--- src/hdl/mavb_pkg.sv ---
// shared constants, types and helper functions for the moving average bar graph
package mavb_pkg;

   localparam int WINDOW    = 50;
   localparam int SAMPLE_W  = 10;
   localparam int LEVEL_W   = 8;
   localparam int IDX_W     = (WINDOW > 1) ? $clog2(WINDOW) : 1;
   localparam int CNT_W     = $clog2(WINDOW + 1);
   localparam int SUM_W     = $clog2(WINDOW * ((1 << SAMPLE_W) - 1) + 1);
   localparam int DIV_W     = SUM_W - 2;
   localparam int STEP_W    = $clog2(DIV_W + 1);

   typedef struct packed {
      logic rd_en;
      logic wr_en;
   } ring_ctrl_type;

   typedef struct packed {
      logic busy;
      logic done;
   } div_stat_type;

   typedef enum logic [4:0] {
      ST_IDLE = 5'b00001,
      ST_UPD  = 5'b00010,
      ST_LOAD = 5'b00100,
      ST_RUN  = 5'b01000,
      ST_DONE = 5'b10000
   } state_type;

   function automatic logic [LEVEL_W-1:0] clamp_level(input logic [DIV_W-1:0] q);
      logic over;
      over = 1'b0;
      for (int i = LEVEL_W; i < DIV_W; i++) begin
         over = over | q[i];
      end
      clamp_level = over ? {LEVEL_W{1'b1}} : q[LEVEL_W-1:0];
   endfunction

   function automatic logic [LEVEL_W-1:0] bar_pattern(input logic [LEVEL_W-1:0] lvl);
      logic [2:0]         top;
      logic [LEVEL_W-1:0] mask;
      top  = lvl[LEVEL_W-1:LEVEL_W-3];
      mask = '0;
      for (int j = 0; j < LEVEL_W; j++) begin
         mask[j] = (3'(j) <= top);
      end
      bar_pattern = (lvl == '0) ? '0 : mask;
   endfunction

endpackage

--- src/hdl/mavb_req_if.sv ---
// sample channel interface
interface mavb_req_if;
   import mavb_pkg::*;

   logic                valid;
   logic                ready;
   logic [SAMPLE_W-1:0] sample;

   modport source (output valid, output sample, input ready);
   modport sink   (input valid, input sample, output ready);
endinterface

--- src/hdl/mavb_rsp_if.sv ---
// level and bar pattern channel interface
interface mavb_rsp_if;
   import mavb_pkg::*;

   logic               valid;
   logic               ready;
   logic [LEVEL_W-1:0] level;
   logic [LEVEL_W-1:0] bar_mask;

   modport source (output valid, output level, output bar_mask, input ready);
   modport sink   (input valid, input level, input bar_mask, output ready);
endinterface

--- src/hdl/mavb_ring.sv ---
// sample history ring with running sum, write index and fill count
module mavb_ring (
   input  logic                          clock,
   input  logic                          reset,
   input  mavb_pkg::ring_ctrl_type       ctrl,
   input  logic [mavb_pkg::SAMPLE_W-1:0] sample,
   output logic [mavb_pkg::SUM_W-1:0]    sum,
   output logic [mavb_pkg::CNT_W-1:0]    count
);
   import mavb_pkg::*;

   logic [SAMPLE_W-1:0] mem [WINDOW];
   logic [SAMPLE_W-1:0] old_ff;
   logic [SAMPLE_W-1:0] sample_ff;
   logic [IDX_W-1:0]    idx_ff,   idx_in;
   logic [CNT_W-1:0]    count_ff, count_in;
   logic [SUM_W-1:0]    sum_ff,   sum_in;
   logic                full;

   always_ff @(posedge clock) begin
      if (ctrl.rd_en) begin
         old_ff    <= mem[idx_ff];
         sample_ff <= sample;
      end
      if (ctrl.wr_en) begin
         mem[idx_ff] <= sample_ff;
      end
   end

   assign full = (count_ff == CNT_W'(WINDOW));

   always_comb begin
      idx_in   = (idx_ff == IDX_W'(WINDOW - 1)) ? '0 : idx_ff + 1'b1;
      count_in = full ? count_ff : count_ff + 1'b1;
      sum_in   = sum_ff - (full ? SUM_W'(old_ff) : '0) + SUM_W'(sample_ff);
   end

   always_ff @(posedge clock) begin
      if (reset) begin
         idx_ff   <= '0;
         count_ff <= '0;
         sum_ff   <= '0;
      end else if (ctrl.wr_en) begin
         idx_ff   <= idx_in;
         count_ff <= count_in;
         sum_ff   <= sum_in;
      end
   end

   assign sum   = sum_ff;
   assign count = count_ff;
endmodule

--- src/hdl/mavb_div.sv ---
// bit-serial restoring divider, one quotient bit per cycle
module mavb_div (
   input  logic                        clock,
   input  logic                        reset,
   input  logic                        start,
   input  logic [mavb_pkg::DIV_W-1:0]  dividend,
   input  logic [mavb_pkg::CNT_W-1:0]  divisor,
   output logic [mavb_pkg::DIV_W-1:0]  quotient,
   output mavb_pkg::div_stat_type      stat
);
   import mavb_pkg::*;

   logic [CNT_W-1:0]  rem_ff,  rem_in;
   logic [DIV_W-1:0]  quo_ff,  quo_in;
   logic [CNT_W-1:0]  dvs_ff;
   logic [STEP_W-1:0] step_ff, step_in;
   logic              done_ff;
   logic [CNT_W:0]    shifted;
   logic [CNT_W:0]    trial;
   logic              fits;

   always_comb begin
      shifted = {rem_ff, quo_ff[DIV_W-1]};
      trial   = shifted - {1'b0, dvs_ff};
      fits    = (shifted >= {1'b0, dvs_ff});
      rem_in  = fits ? trial[CNT_W-1:0] : shifted[CNT_W-1:0];
      quo_in  = {quo_ff[DIV_W-2:0], fits};
      step_in = step_ff - 1'b1;
   end

   always_ff @(posedge clock) begin
      if (start) begin
         rem_ff <= '0;
         quo_ff <= dividend;
         dvs_ff <= divisor;
      end else if (step_ff != '0) begin
         rem_ff <= rem_in;
         quo_ff <= quo_in;
      end
   end

   always_ff @(posedge clock) begin
      if (reset) begin
         step_ff <= '0;
         done_ff <= 1'b0;
      end else if (start) begin
         step_ff <= STEP_W'(DIV_W);
         done_ff <= 1'b0;
      end else begin
         done_ff <= (step_ff == STEP_W'(1));
         if (step_ff != '0) begin
            step_ff <= step_in;
         end
      end
   end

   assign quotient  = quo_ff;
   assign stat.busy = (step_ff != '0);
   assign stat.done = done_ff;
endmodule

--- src/hdl/moving_average_led_bargraph_core.sv ---
// top level: boxcar moving average of light samples driving an eight-led bar graph
//
// req_if carries one 10-bit sample per transaction (valid/ready). Each sample
// enters a 50-entry history ring; the running sum over the filled entries is
// divided by four times the fill count to give an 8-bit level, and bar_mask
// lights leds 0 through level/32 (all dark at level 0). rsp_if returns one
// level/bar_mask transaction per sample, in order.
// One sample is processed at a time: the ring is read and then updated, the
// bit-serial divider then produces one quotient bit per cycle for each of the
// 14 dividend bits at a 50-entry window, and a new sample is taken only once
// the previous result has moved into the output register.
// The result sits in an output register; a stalled receiver does not stop the
// next sample from being accepted and worked on, but that sample's result
// waits in the divider until the register frees up.
// Synchronous reset empties the ring (fill count, sum and write index go to
// zero) and drops any pending result.
module moving_average_led_bargraph_core (
   input  logic       clock,
   input  logic       reset,
   mavb_req_if.sink   req_if,
   mavb_rsp_if.source rsp_if
);
   import mavb_pkg::*;

   state_type          state_ff, state_in;
   ring_ctrl_type      ring_ctrl;
   div_stat_type       div_stat;
   logic [SUM_W-1:0]   sum;
   logic [CNT_W-1:0]   count;
   logic [DIV_W-1:0]   quotient;
   logic [LEVEL_W-1:0] level;
   logic               out_valid_ff;
   logic [LEVEL_W-1:0] level_ff;
   logic [LEVEL_W-1:0] mask_ff;
   logic               accept;
   logic               load_out;

   assign req_if.ready  = (state_ff == ST_IDLE);
   assign accept        = req_if.valid & req_if.ready;
   assign load_out      = (state_ff == ST_DONE) & (~out_valid_ff | rsp_if.ready);
   assign ring_ctrl.rd_en = accept;
   assign ring_ctrl.wr_en = (state_ff == ST_UPD);

   mavb_ring u_ring (
      .clock  (clock),
      .reset  (reset),
      .ctrl   (ring_ctrl),
      .sample (req_if.sample),
      .sum    (sum),
      .count  (count)
   );

   mavb_div u_div (
      .clock    (clock),
      .reset    (reset),
      .start    (state_ff == ST_LOAD),
      .dividend (sum[SUM_W-1:2]),
      .divisor  (count),
      .quotient (quotient),
      .stat     (div_stat)
   );

   always_comb begin
      state_in = state_ff;
      case (state_ff)
         ST_IDLE: if (accept) state_in = ST_UPD;
         ST_UPD:  state_in = ST_LOAD;
         ST_LOAD: state_in = ST_RUN;
         ST_RUN:  if (div_stat.done && !div_stat.busy) state_in = ST_DONE;
         ST_DONE: if (load_out) state_in = ST_IDLE;
         default: state_in = ST_IDLE;
      endcase
   end

   always_ff @(posedge clock) begin
      if (reset) begin
         state_ff <= ST_IDLE;
      end else begin
         state_ff <= state_in;
      end
   end

   assign level = clamp_level(quotient);

   always_ff @(posedge clock) begin
      if (reset) begin
         out_valid_ff <= 1'b0;
      end else if (load_out) begin
         out_valid_ff <= 1'b1;
      end else if (rsp_if.ready) begin
         out_valid_ff <= 1'b0;
      end
   end

   always_ff @(posedge clock) begin
      if (load_out) begin
         level_ff <= level;
         mask_ff  <= bar_pattern(level);
      end
   end

   assign rsp_if.valid    = out_valid_ff;
   assign rsp_if.level    = level_ff;
   assign rsp_if.bar_mask = mask_ff;
endmodule
--- src/flat_wrapper.sv ---
// flat-port wrapper written by rule: the top's interface ports become plain ports
module moving_average_led_bargraph_core_flat import mavb_pkg::*;
  (clock, reset, req_if_valid, req_if_sample, req_if_ready, rsp_if_valid, rsp_if_level, rsp_if_bar_mask, rsp_if_ready);
  mavb_req_if req_if_i ();
  mavb_rsp_if rsp_if_i ();
  input  logic clock;
  input  logic reset;
  input wire logic [$bits(req_if_i.valid)-1:0] req_if_valid;
  input wire logic [$bits(req_if_i.sample)-1:0] req_if_sample;
  output wire logic [$bits(req_if_i.ready)-1:0] req_if_ready;
  output wire logic [$bits(rsp_if_i.valid)-1:0] rsp_if_valid;
  output wire logic [$bits(rsp_if_i.level)-1:0] rsp_if_level;
  output wire logic [$bits(rsp_if_i.bar_mask)-1:0] rsp_if_bar_mask;
  input wire logic [$bits(rsp_if_i.ready)-1:0] rsp_if_ready;
  assign req_if_i.valid = req_if_valid;
  assign req_if_i.sample = req_if_sample;
  assign req_if_ready = req_if_i.ready;
  assign rsp_if_valid = rsp_if_i.valid;
  assign rsp_if_level = rsp_if_i.level;
  assign rsp_if_bar_mask = rsp_if_i.bar_mask;
  assign rsp_if_i.ready = rsp_if_ready;
  moving_average_led_bargraph_core u_core (.clock(clock), .reset(reset), .req_if(req_if_i), .rsp_if(rsp_if_i));
endmodule
--- config.mk ---
export PLATFORM = sky130hd
export DESIGN_NAME = moving_average_led_bargraph_core_flat
export DESIGN_NICKNAME = d
export VERILOG_FILES = /design/src/hdl/mavb_pkg.sv /design/src/hdl/mavb_req_if.sv /design/src/hdl/mavb_rsp_if.sv /design/src/hdl/mavb_ring.sv /design/src/hdl/mavb_div.sv /design/src/hdl/moving_average_led_bargraph_core.sv /design/src/flat_wrapper.sv
export SDC_FILE = /design/constraint.sdc
export NUM_CORES = 1
export LEC_CHECK = 0
export BUFFER_PORTS_ARGS = -buffer_cell sky130_fd_sc_hd__buf_4
export CORE_ASPECT_RATIO = 0.8
export CORE_MARGIN = 5
export CORE_UTILIZATION = 57
export DETAILED_ROUTE_END_ITERATION = 12
export PLACE_DENSITY = 0.77
export SYNTH_ARGS = -nofsm -noshare
export SYNTH_HDL_FRONTEND = slang
export SYNTH_SLANG_ARGS = --single-unit
--- constraint.sdc ---
create_clock -name clock -period 9.5 [get_ports clock]
set_clock_uncertainty 0.05 [all_clocks]
set_input_delay 1.425 -clock clock [delete_from_list [all_inputs] [get_ports clock]]
set_output_delay 1.425 -clock clock [all_outputs]
set_load 0.005 [all_outputs]
==> metrics.yaml <==
synth_edf_count: 556
relSlewSlack: 0.140
drive_above_1_share: 0.151
netlist_instances: 1573
final_common_cell: "edfxtp_1"
placed_area_um2: 25500
grt_start_max_net_pins: 53
fin_area_um2: 27100
remaining_drc_errors: 0
fin_tns_setup_ns: 0
grt_pass1_wl_mm: 88.9
ys_types: 73
crit_buf_inv: 1
slew_viol_final: 0
period_needed_ns: 4.11
crit_family: "simple AND/OR/NAND/NOR gates"
grt.overflow.total: 0
cts_sinks: 601
numCtsBuffers: 53
place.gp.congestion: 0.891
synth_ff_type: "edfxtp_1"
ys_warn_count: 0
end_kind: "flop"
fin_cells: 2210
power_density_nw_per_um2: 206
vdd_drop_max_mv: 0.186
cts.path.max_buffers: 3
hold_buffers: 0
hold_viol_final: 0
crit_arrival_ns: 4.27
io_buffers: 31
cap_violations: 0
die_x_um: 243
routed_wl_mm: 59.1
status: "finished, final reports clean"
vias: 14600
max_stage_delay_ns: 0.92
crit_type: "reg2reg"
first_iter_violations: 1995
required_ns: 9.66
clk_pin_slew_ns: 0.07
fill_cells: 2936
fmax_ghz: 0.243
die_h_um: 196
core_area_um2: 43000
grt_pass1_vias: 14200
grt_setup_unrepaired: "false"
cts_tree: "yes"
worst_pin_slew_ns: 1.29
antenna-diode-count: 0
dieArea_um2: 47600
fin_crit_sh: 0.433
ios: 32
synth.net_count: 1624
dp_hpwl_mm: 35.3
cts_setup_buffers: 0
hold_path.class: "reg2reg"
antenna_found_initial: 1
finalPower_mw: 5.58
cts_root_buf: "clkbuf_16"
clock_latency_ns: 0.60
grt_usage: 0.245
cts_resized: 0
synth_area_um2: 24700
ys_ff_latch: 601
worstPathMaxFanout: 43
via_per_inst: 6.62
rows: 68
first_pass_iters: 8
leakagePower_nw: 8.85
hold-worst-slack_ns: 0.411
syn_area_per_cell_um2: 15.7
syn_to_final_growth_pct: 9.87
initial_core_util: 0.575
ys_seq_area_frac: 0.713
htreeDepth: 2
startpoint_type: "flop"
postSynth.asyncResetShare: 0
detail-route-antenna-nets: 0
avgRoutedWirePerCell_um: 26.7
cp_slowest_cell: "nor2_1"
final_cell_mix: "edfxtp_1 (556), nor2_1 (128), nand2_1 (78)"
dp_cells: 2112
path_cells: "buf_4 > and2_1 > nand3_1 > nor2_1"
setup_viol: 0
num-nets-final: 1658
[through the flow]
step | util | setup WS (ns)
after floorplan | - | 6.25
after global placement | 0.593 | 5.61
after detailed placement | 0.593 | 5.48
after CTS | 0.631 | 5.46
after global routing | 0.631 | 5.25
final | 0.631 | 5.39
[final cells by class]
type / instances / area, um2 / share of cell area
Clock buffer: 69 / 1430 / 0.0526
Clock inverter: 29 / 235 / 0.00867
Inverter: 61 / 229 / 0.00844
Multi-Input combinational cell: 826 / 6450 / 0.238
Sequential cell: 601 / 17600 / 0.649
Tap cell: 560 / 701 / 0.0258
Timing Repair Buffer: 64 / 480 / 0.0177
[cells by family after synthesis]
family / synth area share
DFF: 0.713
and+or+nand+nor: 0.0672
AOI/OAI and AO/OA: 0.0794
buffers and inverters: 0.0263
muxes: 0.0866
adders and majority gates: 0.0221
xor gates and xnor gates: 0.00568
[cell usage after synthesis (8+ instances only)]
| cell | instances | area share |
|---|---|---|
| fa_1 | 11 | 0.0089 |
| nand2_1 | 78 | 0.012 |
| nand3b_1 | 8 | 0.0024 |
| and3_1 | 9 | 0.0023 |
| buf_1 | 8 | 0.0012 |
| a22oi_1 | 26 | 0.0079 |
| a211oi_1 | 11 | 0.0033 |
| nand3_1 | 18 | 0.0036 |
| and2_1 | 18 | 0.0046 |
| dfxtp_1 | 45 | 0.036 |
| nand4_1 | 8 | 0.0020 |
| a21oi_1 | 66 | 0.013 |
| o22ai_1 | 19 | 0.0048 |
| clkbuf_1 | 40 | 0.0061 |
| mux4_2 | 53 | 0.048 |
| a221oi_1 | 50 | 0.018 |
| nor2b_1 | 14 | 0.0035 |
| or2_2 | 9 | 0.0023 |
| edfxtp_1 | 556 | 0.68 |
| o21ai_0 | 60 | 0.012 |
| inv_1 | 58 | 0.0088 |
| ha_1 | 26 | 0.013 |
| xor2_1 | 12 | 0.0043 |
| mux2_2 | 35 | 0.016 |
| nor3_1 | 15 | 0.0030 |
| buf_2 | 25 | 0.0051 |
| mux2i_1 | 46 | 0.019 |
| nor2_1 | 128 | 0.019 |
[metal layers]
layer / wire length, um / part of all wire / up-vias / GRT usage
li1: - / - / 6205 / -
met1: 22900 / 0.39 / 7257 / 0.352
met2: 26600 / 0.45 / 996 / 0.373
met3: 7360 / 0.12 / 162 / 0.0661
met4: 2150 / 0.036 / 2 / 0.0790
met5: 7 / 0.00012 / - / 0
[worst register-to-register path: stages (launching register included)]
cell,delay [ns]
dfxtp_4,0.72
buf_4,0.70
and2_1,0.65
nand3_1,0.70
nor2_1,0.92
[report_power, final]
| group | switching, mW | leakage [nW] | internal [mW] |
|---|---|---|---|
| Sequential | 0.0506 | 5.38 | 2.98 |
| Clock | 0.945 | 0.824 | 1.14 |
| Combinational | 0.296 | 2.65 | 0.160 |
| Total | 1.29 | 8.85 | 4.28 |
[path summary, 6_finish.rpt]
kind	to	cells past startpoint	slack, ns	from
hold reg to reg	u_core.u_ring.sum[6]$_SDFFE_PP0P_	2	0.41	u_core.u_ring.sum[6]$_SDFFE_PP0P_
hold / removal	u_core.u_ring.sum[6]$_SDFFE_PP0P_	2	0.41	u_core.u_ring.sum[6]$_SDFFE_PP0P_
setup reg to reg	u_core.u_ring.mem[7][6]$_DFFE_PP_	4	5.39	u_core.u_ring.idx_ff[0]$_SDFFE_PP0P_
setup / recovery	u_core.u_ring.mem[7][6]$_DFFE_PP_	4	5.39	u_core.u_ring.idx_ff[0]$_SDFFE_PP0P_
[flip-flops by register name (all words and copies together) (netlist names), 6 cells and up]
name and cells:
u_core.rsp_if.level 8, u_core.u_ring.idx_ff 6, u_core.u_ring.count 6, u_core.u_div.dvs_ff 6, u_core.u_div.rem_ff 6, u_core.u_ring.old_ff 10
u_core.u_ring.sum 16, u_core.u_div.quotient 14, u_core.rsp_if.bar_mask 8, u_core.u_ring.mem 500, u_core.u_ring.sample_ff 10
(Power assumes the default switching activity.)
